### src/hw/rtl/hashed_lru_buffer_cache_top_macros.svh
// ----------------------------------------------------------------------------
// Assertion macros for the hashed LRU buffer cache
// Immediate-implication and next-cycle checks on the top level clock.
// ----------------------------------------------------------------------------
`ifndef HASHED_LRU_BUFFER_CACHE_TOP_MACROS_SVH
`define HASHED_LRU_BUFFER_CACHE_TOP_MACROS_SVH

// Check that cons holds in the same cycle as ante
`define HLBC_ASSERT_NOW(lbl, ante, cons, msg) \
    lbl: assert property (@(posedge i_clk) disable iff (!i_rst_n) (ante) |-> (cons)) \
        else $error(msg);

// Check that cons holds in the cycle after ante
`define HLBC_ASSERT_NEXT(lbl, ante, cons, msg) \
    lbl: assert property (@(posedge i_clk) disable iff (!i_rst_n) (ante) |=> (cons)) \
        else $error(msg);

`endif

### src/hw/rtl/hlbc_pkg.sv
// ----------------------------------------------------------------------------
// hlbc_pkg
// Shared types and constants of the hashed LRU buffer cache.
// ----------------------------------------------------------------------------
package hlbc_pkg;

    localparam int DEF_NUM_BUFFERS = 32;
    localparam int DEF_NUM_BUCKETS = 13;

    localparam int OP_W   = 2;
    localparam int DEV_W  = 8;
    localparam int BLK_W  = 32;
    localparam int IDX_W  = 5;
    localparam int CNT_W  = 8;
    localparam int STAT_W = 2;

    localparam logic [CNT_W-1:0] CNT_MAX = {CNT_W{1'b1}};

    typedef enum logic [OP_W-1:0] {
        OP_GET   = 2'd0,
        OP_REL   = 2'd1,
        OP_PIN   = 2'd2,
        OP_UNPIN = 2'd3
    } t_op;

    typedef enum logic [STAT_W-1:0] {
        ST_OK     = 2'd0,
        ST_NOFREE = 2'd1,
        ST_UNDER  = 2'd2
    } t_status;

    typedef struct packed {
        t_op                operation;
        logic [DEV_W-1:0]   device_id;
        logic [BLK_W-1:0]   block_number;
        logic [IDX_W-1:0]   buffer_index;
    } t_in;

    typedef struct packed {
        logic [IDX_W-1:0]   granted_buffer;
        logic               needs_read;
        t_status            status;
    } t_out;

endpackage

### src/hw/rtl/hashed_lru_buffer_cache_top.sv
// ----------------------------------------------------------------------------
// hashed_lru_buffer_cache_top
// Buffer tag pool kept in per-bucket doubly linked recency lists, held in a
// link memory and a tag memory and walked one node per cycle.
//
//   channel  | direction | handshake               | beat
//   command  | in        | start high, busy low    | i_cmd (t_in)
//   result   | out       | o_done, one cycle       | o_result (t_out)
//
// After reset the link and tag memories are swept, one node a cycle,
// with busy high.
// A get computes the bucket remainder after acceptance, then opens list heads
// and visits list nodes in the search walks; a move between lists also runs
// the detach and push states. Release, pin and unpin of an index in range
// update its tag count, not below zero; a release that zeroes it relinks it.
// The result beat follows the last work cycle; busy drops in that cycle.
// ----------------------------------------------------------------------------
`include "hashed_lru_buffer_cache_top_macros.svh"

module hashed_lru_buffer_cache_top #(
    parameter int NUM_BUFFERS = hlbc_pkg::DEF_NUM_BUFFERS,
    parameter int NUM_BUCKETS = hlbc_pkg::DEF_NUM_BUCKETS
) (
    input  logic           i_clk,
    input  logic           i_rst_n,
    input  logic           start,
    input  hlbc_pkg::t_in  i_cmd,
    output logic           busy,
    output logic           o_done,
    output hlbc_pkg::t_out o_result
);

    localparam int NB = NUM_BUFFERS;
    localparam int NN = NUM_BUFFERS + NUM_BUCKETS;
    localparam int NW = $clog2(NN);
    localparam int BW = $clog2(NB);
    localparam int KW = (NUM_BUCKETS > 1) ? $clog2(NUM_BUCKETS) : 1;
    localparam int SW = $clog2(NN + 1);
    localparam int IW = hlbc_pkg::IDX_W;
    localparam int CW = hlbc_pkg::CNT_W;

    typedef struct packed {
        logic [NW-1:0] fwd;
        logic [NW-1:0] bwd;
    } t_link;

    typedef struct packed {
        logic [CW-1:0]              cnt;
        logic                       val;
        logic [hlbc_pkg::DEV_W-1:0] dev;
        logic [hlbc_pkg::BLK_W-1:0] blk;
        logic [KW-1:0]              bkt;
    } t_tag;

    localparam int LW = $bits(t_link);
    localparam int TW = $bits(t_tag);

    typedef enum logic [18:0] {
        S_CLR  = 19'd1 << 0,
        S_IDLE = 19'd1 << 1,
        S_MOD  = 19'd1 << 2,
        S_HEAD = 19'd1 << 3,
        S_WALK = 19'd1 << 4,
        S_SCAN = 19'd1 << 5,
        S_TCHK = 19'd1 << 6,
        S_LNK  = 19'd1 << 7,
        S_D1   = 19'd1 << 8,
        S_D2   = 19'd1 << 9,
        S_D3   = 19'd1 << 10,
        S_D4   = 19'd1 << 11,
        S_P1   = 19'd1 << 12,
        S_P2   = 19'd1 << 13,
        S_P3   = 19'd1 << 14,
        S_P4   = 19'd1 << 15,
        S_P5   = 19'd1 << 16,
        S_RSV0 = 19'd1 << 17,
        S_RSV1 = 19'd1 << 18
    } t_state;

    typedef enum logic [1:0] {
        WK_FIND  = 2'd0,
        WK_OWN   = 2'd1,
        WK_OTHER = 2'd2
    } t_walk;

    t_state         r_state, n_state;
    hlbc_pkg::t_in  r_cmd, n_cmd;
    t_walk          r_mode, n_mode;
    logic [NW-1:0]  r_head, n_head;
    logic [NW-1:0]  r_whead, n_whead;
    logic [NW-1:0]  r_node, n_node;
    logic [SW-1:0]  r_steps, n_steps;
    logic [NW-1:0]  r_k, n_k;
    logic [NW-1:0]  r_b, n_b;
    logic [NW-1:0]  r_bf, n_bf;
    logic [NW-1:0]  r_bb, n_bb;
    logic [NW-1:0]  r_first, n_first;
    logic [KW-1:0]  r_bkt, n_bkt;
    logic [NW-1:0]  r_clr, n_clr;
    logic           r_out_vld, n_out_vld;
    hlbc_pkg::t_out r_out, n_out;

    logic          l_we, t_we;
    logic [NW-1:0] l_wa, l_ra;
    logic [BW-1:0] t_wa, t_ra;
    t_link         l_wd, lk_rd, clr_link;
    t_tag          t_wd, tg_rd, new_tag;
    logic [LW-1:0] lk_raw;
    logic [TW-1:0] tg_raw;

    logic          mod_start, mod_done;
    logic [KW-1:0] mod_rem;

    logic [NW-1:0] w_next;
    logic [SW-1:0] w_steps1;
    logic          w_match, w_found, w_fail, w_last_k;

    // link memory: one node per buffer and per bucket head
    hlbc_ram #(.WIDTH(LW), .DEPTH(NN)) u_link_ram (
        .i_clk   (i_clk),
        .i_we    (l_we),
        .i_waddr (l_wa),
        .i_wdata (l_wd),
        .i_raddr (l_ra),
        .o_rdata (lk_raw)
    );

    // tag memory: count, valid bit, tag and bucket per buffer
    hlbc_ram #(.WIDTH(TW), .DEPTH(NB)) u_tag_ram (
        .i_clk   (i_clk),
        .i_we    (t_we),
        .i_waddr (t_wa),
        .i_wdata (t_wd),
        .i_raddr (t_ra),
        .o_rdata (tg_raw)
    );

    // bucket of the requested block, taken from the accepted beat
    hlbc_mod #(.NUM_BUCKETS(NUM_BUCKETS), .KW(KW)) u_mod (
        .i_clk   (i_clk),
        .i_rst_n (i_rst_n),
        .i_start (mod_start),
        .i_value (n_cmd.block_number),
        .o_done  (mod_done),
        .o_rem   (mod_rem)
    );

    assign lk_rd = t_link'(lk_raw);
    assign tg_rd = t_tag'(tg_raw);

    // reset image: bucket zero holds every buffer, buffer 0 least recent
    always_comb begin
        clr_link.fwd = r_clr;
        clr_link.bwd = r_clr;
        if (r_clr < NW'(NB)) begin
            clr_link.fwd = (r_clr == '0) ? NW'(NB) : r_clr - 1'b1;
            clr_link.bwd = (r_clr == NW'(NB - 1)) ? NW'(NB) : r_clr + 1'b1;
        end else if (r_clr == NW'(NB)) begin
            clr_link.fwd = NW'(NB - 1);
            clr_link.bwd = '0;
        end
    end

    // walk helpers
    assign w_next   = (r_mode == WK_FIND) ? lk_rd.fwd : lk_rd.bwd;
    assign w_steps1 = r_steps + 1'b1;
    assign w_match  = (r_mode == WK_FIND) ?
                      (tg_rd.dev == r_cmd.device_id && tg_rd.blk == r_cmd.block_number) :
                      (tg_rd.cnt == '0);
    assign w_last_k = (r_k == NW'(NN - 1));

    always_comb begin
        new_tag.cnt = CW'(1);
        new_tag.val = 1'b1;
        new_tag.dev = r_cmd.device_id;
        new_tag.blk = r_cmd.block_number;
        new_tag.bkt = r_bkt;
    end

    // sequencer
    always_comb begin
        n_state   = r_state;
        n_cmd     = r_cmd;
        n_mode    = r_mode;
        n_head    = r_head;
        n_whead   = r_whead;
        n_node    = r_node;
        n_steps   = r_steps;
        n_k       = r_k;
        n_b       = r_b;
        n_bf      = r_bf;
        n_bb      = r_bb;
        n_first   = r_first;
        n_bkt     = r_bkt;
        n_clr     = r_clr;
        n_out_vld = 1'b0;
        n_out     = r_out;
        l_we      = 1'b0;
        l_wa      = r_node;
        l_wd      = lk_rd;
        l_ra      = r_node;
        t_we      = 1'b0;
        t_wa      = r_node[BW-1:0];
        t_wd      = tg_rd;
        t_ra      = r_node[BW-1:0];
        mod_start = 1'b0;
        w_found   = 1'b0;
        w_fail    = 1'b0;

        case (r_state)
            S_CLR: begin
                l_we  = 1'b1;
                l_wa  = r_clr;
                l_wd  = clr_link;
                t_we  = (r_clr < NW'(NB));
                t_wa  = r_clr[BW-1:0];
                t_wd  = '0;
                n_clr = r_clr + 1'b1;
                if (r_clr == NW'(NN - 1)) begin
                    n_state = S_IDLE;
                end
            end
            S_IDLE: begin
                if (start) begin
                    n_cmd = i_cmd;
                    if (i_cmd.operation == hlbc_pkg::OP_GET) begin
                        mod_start = 1'b1;
                        n_state   = S_MOD;
                    end else if (32'(i_cmd.buffer_index) >= NB) begin
                        n_out_vld = 1'b1;
                        n_out     = '{i_cmd.buffer_index, 1'b0, hlbc_pkg::ST_OK};
                    end else begin
                        t_ra    = BW'(i_cmd.buffer_index);
                        n_state = S_TCHK;
                    end
                end
            end
            S_MOD: begin
                if (mod_done) begin
                    n_bkt   = mod_rem;
                    n_head  = NW'(NB) + NW'(mod_rem);
                    n_whead = NW'(NB) + NW'(mod_rem);
                    l_ra    = NW'(NB) + NW'(mod_rem);
                    n_mode  = WK_FIND;
                    n_state = S_HEAD;
                end
            end
            S_HEAD: begin
                if (w_next == r_whead || w_next >= NW'(NB)) begin
                    w_fail = 1'b1;
                end else begin
                    l_ra    = w_next;
                    t_ra    = w_next[BW-1:0];
                    n_node  = w_next;
                    n_steps = '0;
                    n_state = S_WALK;
                end
            end
            S_WALK: begin
                if (w_match) begin
                    w_found = 1'b1;
                end else if (w_next == r_whead || w_next >= NW'(NB) ||
                             w_steps1 >= SW'(NN)) begin
                    w_fail = 1'b1;
                end else begin
                    l_ra    = w_next;
                    t_ra    = w_next[BW-1:0];
                    n_node  = w_next;
                    n_steps = w_steps1;
                end
            end
            S_SCAN: begin
                if (r_k == r_head) begin
                    if (w_last_k) begin
                        n_out_vld = 1'b1;
                        n_out     = '{'0, 1'b0, hlbc_pkg::ST_NOFREE};
                        n_state   = S_IDLE;
                    end else begin
                        n_k = r_k + 1'b1;
                    end
                end else begin
                    l_ra    = r_k;
                    n_whead = r_k;
                    n_mode  = WK_OTHER;
                    n_state = S_HEAD;
                end
            end
            S_TCHK: begin
                t_wa = BW'(r_cmd.buffer_index);
                if (r_cmd.operation == hlbc_pkg::OP_PIN) begin
                    t_we      = 1'b1;
                    t_wd.cnt  = (tg_rd.cnt == hlbc_pkg::CNT_MAX) ? tg_rd.cnt
                                                                 : tg_rd.cnt + 1'b1;
                    n_out_vld = 1'b1;
                    n_out     = '{r_cmd.buffer_index, 1'b0, hlbc_pkg::ST_OK};
                    n_state   = S_IDLE;
                end else if (tg_rd.cnt == '0) begin
                    n_out_vld = 1'b1;
                    n_out     = '{r_cmd.buffer_index, 1'b0, hlbc_pkg::ST_UNDER};
                    n_state   = S_IDLE;
                end else begin
                    t_we     = 1'b1;
                    t_wd.cnt = tg_rd.cnt - 1'b1;
                    if (r_cmd.operation == hlbc_pkg::OP_REL && tg_rd.cnt == CW'(1)) begin
                        n_b     = NW'(r_cmd.buffer_index);
                        n_head  = NW'(NB) + NW'(tg_rd.bkt);
                        l_ra    = NW'(r_cmd.buffer_index);
                        n_state = S_LNK;
                    end else begin
                        n_out_vld = 1'b1;
                        n_out     = '{r_cmd.buffer_index, 1'b0, hlbc_pkg::ST_OK};
                        n_state   = S_IDLE;
                    end
                end
            end
            S_LNK: begin
                n_bf    = lk_rd.fwd;
                n_bb    = lk_rd.bwd;
                n_state = S_D1;
            end
            // detach: fix the back link of the successor
            S_D1: begin
                l_ra    = r_bf;
                n_state = S_D2;
            end
            S_D2: begin
                l_we    = 1'b1;
                l_wa    = r_bf;
                l_wd    = '{lk_rd.fwd, r_bb};
                n_state = S_D3;
            end
            // detach: fix the forward link of the predecessor
            S_D3: begin
                l_ra    = r_bb;
                n_state = S_D4;
            end
            S_D4: begin
                l_we    = 1'b1;
                l_wa    = r_bb;
                l_wd    = '{r_bf, lk_rd.bwd};
                n_state = S_P1;
            end
            // push to the front of the target bucket
            S_P1: begin
                l_ra    = r_head;
                n_state = S_P2;
            end
            S_P2: begin
                n_first = lk_rd.fwd;
                l_we    = 1'b1;
                l_wa    = r_head;
                l_wd    = '{r_b, lk_rd.bwd};
                n_state = S_P3;
            end
            S_P3: begin
                l_we = 1'b1;
                l_wa = r_b;
                l_wd = '{r_first, r_head};
                if (r_cmd.operation == hlbc_pkg::OP_GET) begin
                    t_we = 1'b1;
                    t_wa = r_b[BW-1:0];
                    t_wd = new_tag;
                end
                n_state = S_P4;
            end
            S_P4: begin
                l_ra    = r_first;
                n_state = S_P5;
            end
            S_P5: begin
                l_we      = 1'b1;
                l_wa      = r_first;
                l_wd      = '{lk_rd.fwd, r_b};
                n_out_vld = 1'b1;
                if (r_cmd.operation == hlbc_pkg::OP_GET) begin
                    n_out = '{IW'(r_b), 1'b1, hlbc_pkg::ST_OK};
                end else begin
                    n_out = '{r_cmd.buffer_index, 1'b0, hlbc_pkg::ST_OK};
                end
                n_state = S_IDLE;
            end
            default: begin
                n_state = S_IDLE;
            end
        endcase

        // walk ended on a matching node
        if (w_found) begin
            n_b  = r_node;
            n_bf = lk_rd.fwd;
            n_bb = lk_rd.bwd;
            case (r_mode)
                WK_FIND: begin
                    t_we      = 1'b1;
                    t_wa      = r_node[BW-1:0];
                    t_wd      = tg_rd;
                    t_wd.cnt  = (tg_rd.cnt == hlbc_pkg::CNT_MAX) ? tg_rd.cnt
                                                                 : tg_rd.cnt + 1'b1;
                    t_wd.val  = 1'b1;
                    n_out_vld = 1'b1;
                    n_out     = '{IW'(r_node), !tg_rd.val, hlbc_pkg::ST_OK};
                    n_state   = S_IDLE;
                end
                WK_OWN: begin
                    t_we      = 1'b1;
                    t_wa      = r_node[BW-1:0];
                    t_wd      = new_tag;
                    n_out_vld = 1'b1;
                    n_out     = '{IW'(r_node), 1'b1, hlbc_pkg::ST_OK};
                    n_state   = S_IDLE;
                end
                default: begin
                    n_state = S_D1;
                end
            endcase
        end

        // walk ran off its list
        if (w_fail) begin
            case (r_mode)
                WK_FIND: begin
                    l_ra    = r_head;
                    n_whead = r_head;
                    n_mode  = WK_OWN;
                    n_state = S_HEAD;
                end
                WK_OWN: begin
                    n_k     = NW'(NB);
                    n_state = S_SCAN;
                end
                default: begin
                    if (w_last_k) begin
                        n_out_vld = 1'b1;
                        n_out     = '{'0, 1'b0, hlbc_pkg::ST_NOFREE};
                        n_state   = S_IDLE;
                    end else begin
                        n_k     = r_k + 1'b1;
                        n_state = S_SCAN;
                    end
                end
            endcase
        end
    end

    // control state
    always_ff @(posedge i_clk) begin
        if (!i_rst_n) begin
            r_state   <= S_CLR;
            r_clr     <= '0;
            r_out_vld <= 1'b0;
        end else begin
            r_state   <= n_state;
            r_clr     <= n_clr;
            r_out_vld <= n_out_vld;
        end
    end

    // payload and walk registers
    always_ff @(posedge i_clk) begin
        r_cmd   <= n_cmd;
        r_mode  <= n_mode;
        r_head  <= n_head;
        r_whead <= n_whead;
        r_node  <= n_node;
        r_steps <= n_steps;
        r_k     <= n_k;
        r_b     <= n_b;
        r_bf    <= n_bf;
        r_bb    <= n_bb;
        r_first <= n_first;
        r_bkt   <= n_bkt;
        r_out   <= n_out;
    end

    assign busy     = (r_state != S_IDLE);
    assign o_done   = r_out_vld;
    assign o_result = r_out;

    `HLBC_ASSERT_NEXT(a_get_starts_mod, start && !busy && i_cmd.operation == hlbc_pkg::OP_GET, r_state == S_MOD, "get did not enter bucket computation")
    `HLBC_ASSERT_NOW(a_walk_bounded, r_state == S_WALK, r_steps < SW'(NN), "list walk exceeded node count")
    `HLBC_ASSERT_NOW(a_nofree_zero, o_done && o_result.status == hlbc_pkg::ST_NOFREE, o_result.granted_buffer == '0 && !o_result.needs_read, "empty pool result not cleared")
    `HLBC_ASSERT_NOW(a_read_ok, o_done && o_result.needs_read, o_result.status == hlbc_pkg::ST_OK, "read request on a failed beat")

endmodule

### src/hw/rtl/hlbc_ram.sv
// ----------------------------------------------------------------------------
// hlbc_ram
// Generic single-write, single-read memory with a registered read port.
// ----------------------------------------------------------------------------
module hlbc_ram #(
    parameter int WIDTH = 8,
    parameter int DEPTH = 32,
    parameter int AW    = (DEPTH > 1) ? $clog2(DEPTH) : 1
) (
    input  logic             i_clk,
    input  logic             i_we,
    input  logic [AW-1:0]    i_waddr,
    input  logic [WIDTH-1:0] i_wdata,
    input  logic [AW-1:0]    i_raddr,
    output logic [WIDTH-1:0] o_rdata
);

    logic [WIDTH-1:0] r_mem [DEPTH];
    logic [WIDTH-1:0] r_rdata;

    // write one entry, read one entry, read data registered
    always_ff @(posedge i_clk) begin
        if (i_we) begin
            r_mem[i_waddr] <= i_wdata;
        end
        r_rdata <= r_mem[i_raddr];
    end

    assign o_rdata = r_rdata;

endmodule

### src/hw/rtl/hlbc_mod.sv
// ----------------------------------------------------------------------------
// hlbc_mod
// Registered remainder of a block number by the bucket count.
// ----------------------------------------------------------------------------
module hlbc_mod #(
    parameter int NUM_BUCKETS = hlbc_pkg::DEF_NUM_BUCKETS,
    parameter int KW          = (NUM_BUCKETS > 1) ? $clog2(NUM_BUCKETS) : 1
) (
    input  logic                       i_clk,
    input  logic                       i_rst_n,
    input  logic                       i_start,
    input  logic [hlbc_pkg::BLK_W-1:0] i_value,
    output logic                       o_done,
    output logic [KW-1:0]              o_rem
);

    // folded sum of the four bytes stays below 2^15 for up to 31 buckets
    localparam int SUM_W = 15;
    localparam int SH    = 20;
    localparam int PW    = SUM_W + SH;

    // byte weights 2^(8i) mod the bucket count
    localparam logic [SUM_W-1:0] C1  = SUM_W'((1 << 8) % NUM_BUCKETS);
    localparam logic [SUM_W-1:0] C2  = SUM_W'((1 << 16) % NUM_BUCKETS);
    localparam logic [SUM_W-1:0] C3  = SUM_W'((1 << 24) % NUM_BUCKETS);
    localparam logic [SUM_W-1:0] DIV = SUM_W'(NUM_BUCKETS);
    // rounded-up reciprocal, exact quotient for every folded sum
    localparam logic [SH:0] RECIP = (SH+1)'(((1 << SH) + NUM_BUCKETS - 1) / NUM_BUCKETS);

    logic             r_sum_vld;
    logic             r_done;
    logic [SUM_W-1:0] r_sum, n_sum;
    logic [KW-1:0]    r_rem, n_rem;
    logic [PW-1:0]    w_prod;
    logic [SUM_W-1:0] w_quo;
    logic [SUM_W-1:0] w_back;

    // fold the bytes, then reduce the sum by reciprocal multiplication
    always_comb begin
        n_sum  = SUM_W'(i_value[7:0])
               + SUM_W'(i_value[15:8]) * C1
               + SUM_W'(i_value[23:16]) * C2
               + SUM_W'(i_value[31:24]) * C3;
        w_prod = PW'(r_sum) * PW'(RECIP);
        w_quo  = w_prod[PW-1:SH];
        w_back = r_sum - w_quo * DIV;
        n_rem  = KW'(w_back);
    end

    // control state
    always_ff @(posedge i_clk) begin
        if (!i_rst_n) begin
            r_sum_vld <= 1'b0;
            r_done    <= 1'b0;
        end else begin
            r_sum_vld <= i_start;
            r_done    <= r_sum_vld;
        end
    end

    // datapath
    always_ff @(posedge i_clk) begin
        r_sum <= n_sum;
        r_rem <= n_rem;
    end

    assign o_done = r_done;
    assign o_rem  = r_rem;

endmodule
### config.mk
export PLATFORM = sky130hd
export DESIGN_NAME = hashed_lru_buffer_cache_top
export DESIGN_NICKNAME = d
export VERILOG_FILES = /design/src/hw/rtl/hlbc_pkg.sv /design/src/hw/rtl/hashed_lru_buffer_cache_top.sv /design/src/hw/rtl/hlbc_ram.sv /design/src/hw/rtl/hlbc_mod.sv
export VERILOG_INCLUDE_DIRS = /design/src /design/src/hw/rtl
export SDC_FILE = /design/constraint.sdc
export NUM_CORES = 2
export LEC_CHECK = 0
export BUFFER_PORTS_ARGS = -buffer_cell sky130_fd_sc_hd__buf_2
export CAP_MARGIN = 40
export CORE_ASPECT_RATIO = 2
export CORE_MARGIN = 2
export CORE_UTILIZATION = 28
export DETAILED_ROUTE_END_ITERATION = 16
export SLEW_MARGIN = 20
export SYNTH_ARGS = -nofsm -noshare
export SYNTH_HDL_FRONTEND = slang
export SYNTH_HIERARCHICAL = 1
export SYNTH_SLANG_ARGS = --single-unit
### constraint.sdc
create_clock -name i_clk -period 19.8 [get_ports i_clk]
set_input_delay 4.95 -clock i_clk [delete_from_list [all_inputs] [get_ports i_clk]]
set_output_delay 4.95 -clock i_clk [all_outputs]
set_load 0.02 [all_outputs]
==> impl_metrics.csv <==
group,metric,value,unit
pwr,powerDensity,148,mW/mm2
placement,place_area,0.110,mm2
run_status,status,"finished, final reports clean",
global_routing,grt_pass1_vias,59200,
route,drcViolationCount,0,
clocking,clk_pin_slew,70,ps
floorplanning,core_area,0.363,mm2
sta,skew,115,ps
clocking,cts.sinks,2457,
clocking,cts_buffer_depth,4,
setup_path,cp_cell_sequence,"buf_2 > o21ai_0 > buf_2 > nor3_1 > o21ai_0 > o31ai_1 > o21ai_0 > nand2_4 > buf_4 > buf_4 > buf_4 > buf_16 > mux2i_1 > a22o_1 > nor3_1 > a31oi_1 > nand3_1",
setup_path,cpPeakStageDelay,750,ps
clocking,cts_tree,"done",
synth,synth_cell_types,97,
flow_run,maxCapViolCount,0,
sta,fin_crit,9640,ps
global_routing,grtUsageMet3,2.25,%
global_routing,overflow,0,
global_routing,met1_usage,16.2,%
synth,yosysWarningCount,6,
sta,setup_violations,0,
synth,synth-edff-count,2295,
global_routing,antenna_found_initial,23,
sta,hold_viol_final,0,
floorplanning,dieArea,0.370,mm2
cells_and_area,most-common-layout-cells,"edfxtp_1 (2295), mux2i_1 (1052), nand2_1 (288)",
setup_path,critical_path_class,"input pin to flop",
floorplanning,ioPinCount,60,
floorplanning,fp.dieH,858,um
floorplanning,initial_utilization,28.1,%
synth,syn_area,0.102,mm2
setup_path,path_buf_inv,6,
global_routing,grt_max_degree,135,
sta,slew-limit-headroom,24.4,%
global_routing,grt_pass1_wl,430000,um
pwr,finalPower,17.3,mW
sta,fmax,104,MHz
pwr,peakVddDrop,0.931,mV
sta,period_share,48.7,%
sta,rsz0062_at_grt,"false",
pwr,power_frac_seq,37.7,%
clocking,cts_hold_buf,0,
global_routing,grt.total_usage,16.0,%
setup_path,path_delay_family,"buffers and inverters",
cells_and_area,area_growth_syn_to_layout,14.3,%
pwr,combPwrFrac,38.6,%
synth,ys_ff_latch,2457,
sta,worst_pin_slew,1130,ps
sta,fin_ws,10160,ps
sta,holdWs,455,ps
setup_path,slowest_stage,"buf_4",
clocking,cts_root_buffer,"clkbuf_16",
synth,synthFlopType,"edfxtp_1",
route,via_count,57900,
route,wl_per_cell,26.8,um
setup_path,end_kind,"flop",
global_routing,grt.met2_usage,30.3,%
cells_and_area,finalInstanceArea,0.117,mm2
cells_and_area,drive_gt1_share,13.0,%
setup_path,critPathMaxFanout,45,
floorplanning,rows,313,
cells_and_area,nFillCells,34600,
synth,ys_seq_area_share,70.7,%
cells_and_area,nets,6756,
placement,pre_cts_ws,9310,ps
synth,synth_fp_nets,6542,
route,ant_nets,0,
placement,gp_congestion,0.980,
placement,hpwl,187000,um
floorplanning,die_x,431,um
route,firstDrtPassIters,6,
clocking,clkLatencyLatePin,910,ps
pwr,netSwitchingFraction,35.5,%
pwr,p_int,11.1,mW
synth,synthCells,6292,
setup_path,critPathLaunchType,"input pin",
pwr,power_leakage,40.3,nW
route,avgViaCountPerCell,5.08,
synth,synthArstFlopShare,0,%
clocking,htreeDepth,4,
cells_and_area,seqCellArea,0.0722,mm2
sta,setup_tns,0,ps
route,drt-total-wl,306000,um
pwr,clkPwrFrac,23.7,%
route,initialDrtViolationCount,5173,
clocking,cts_made_buffers,204,
cells_and_area,multiInputGateArea,0.0279,mm2
placement,port_buffers,59,
synth,avgSynthCellArea,16.2,um2
setup_path,crit_arrival,10420,ps
pwr,netSwitchingPower,6.13,mW
clocking,postCtsResizedCells,0,
setup_path,cp.required,20580,ps
global_routing,top_usage_layer,"met2",
worst_hold_path,hold_class,"flop to flop",
clocking,cts_setup_buffers,0,
cells_and_area,final_common_cell,"edfxtp_1",
sta,drv_slew,0,
[Yosys cell counts, types with 24 or more instances]
| library cell | number | share of area (%) |
|---|---|---|
| o21ai_0 | 65 | 0.32 |
| dfxtp_1 | 162 | 3.2 |
| xnor2_1 | 73 | 0.63 |
| buf_4 | 63 | 0.46 |
| a221oi_1 | 27 | 0.23 |
| nor3_1 | 92 | 0.45 |
| a21oi_1 | 229 | 1.1 |
| a22oi_1 | 226 | 1.7 |
| nand2_1 | 291 | 1.1 |
| fa_1 | 77 | 1.5 |
| nor2_1 | 161 | 0.59 |
| buf_2 | 104 | 0.51 |
| mux4_2 | 48 | 1.1 |
| mux2_2 | 40 | 0.44 |
| ha_1 | 123 | 1.5 |
| edfxtp_1 | 2295 | 68 |
| mux2i_1 | 1052 | 10 |
| a22o_1 | 174 | 1.5 |
| nand4_1 | 24 | 0.15 |
| a31oi_1 | 60 | 0.37 |
| inv_1 | 166 | 0.61 |
| a222oi_1 | 26 | 0.25 |
| nand3_1 | 220 | 1.1 |
| clkbuf_1 | 138 | 0.51 |
[area by class of cell]
cell class / instances / area share [%]
diodes: 13 / 0.0279
clock buffers: 277 / 4.79
clock inverters: 93 / 0.860
inverters: 167 / 0.537
multi-input cells: 3324 / 23.9
flip-flops and latches: 2457 / 61.8
well taps: 4725 / 5.06
repair buffers: 352 / 2.96
[worst paths after layout]
kind | start | end | slack (ps) | cells after the start
setup / recovery | start | u_tag_ram/o_rdata[33] | 10160 | 17
hold / removal | u_mod/r_sum_vld | u_mod/o_done | 450 | 1
setup reg to reg | r_mode[1] | u_link_ram/o_rdata[0] | 10920 | 20
hold reg to reg | u_mod/r_sum_vld | u_mod/o_done | 450 | 1
[state kept, by name, indices dropped and copies added, names as in the netlist, 2 cells and up]
register	count
u_tag_ram/r_mem	1696
u_link_ram/r_mem	540
u_tag_ram/o_rdata	53
new_tag	40
r_state	17
u_mod/r_sum	13
u_link_ram/o_rdata	12
o_result	8
r_cmd	7
r_b	6
r_bb	6
r_bf	6
r_clr	6
r_first	6
r_k	6
r_node	6
r_steps	6
r_whead	6
r_bkt	4
r_head	4
u_mod/o_rem	4
r_mode	2
[per-layer routing]
metal	vias up	part of all wire (%)
li1	25000	-
met4	6	7.4
met5	-	0.011
met3	803	5.2
met2	2088	54
met1	30000	34
[power groups by stage]
| stage | sequential, mW | clock, mW | combinational [mW] |
|---|---|---|---|
| final | 6.51 | 4.09 | 6.66 |
| after global routing | 6.53 | 4.33 | 7.33 |
| after CTS | 6.51 | 4.16 | 6.70 |
| after detailed placement | 6.63 | 0 | 6.63 |
| after global placement | 6.62 | 0 | 5.92 |
| after floorplan | 6.56 | 0 | 4.32 |
[through the flow]
| step | std cells | utilization, % |
|---|---|---|
| after floorplan | 6292 | - |
| after global placement | 10900 | 29.8 |
| after detailed placement | 11000 | 30.2 |
| after CTS | 11400 | 32.0 |
| after global routing | 11400 | 32.1 |
| final | 11400 | 32.2 |
[logic make-up (layout without fill, tap and decap cells)]
family / Yosys count / in the layout / synth area share (%)
flops: 2457 / 2457 / 70.7
mux: 1141 / 1141 / 11.8
simple gates: 947 / 947 / 4.55
compound gates: 942 / 942 / 6.63
buf+inv: 511 / 889 / 2.45
fa+ha+maj: 200 / 200 / 3.02
xor+xnor: 94 / 94 / 0.846
other cells: 0 / 13 / 0
Power figures use the tool's default switching activity.
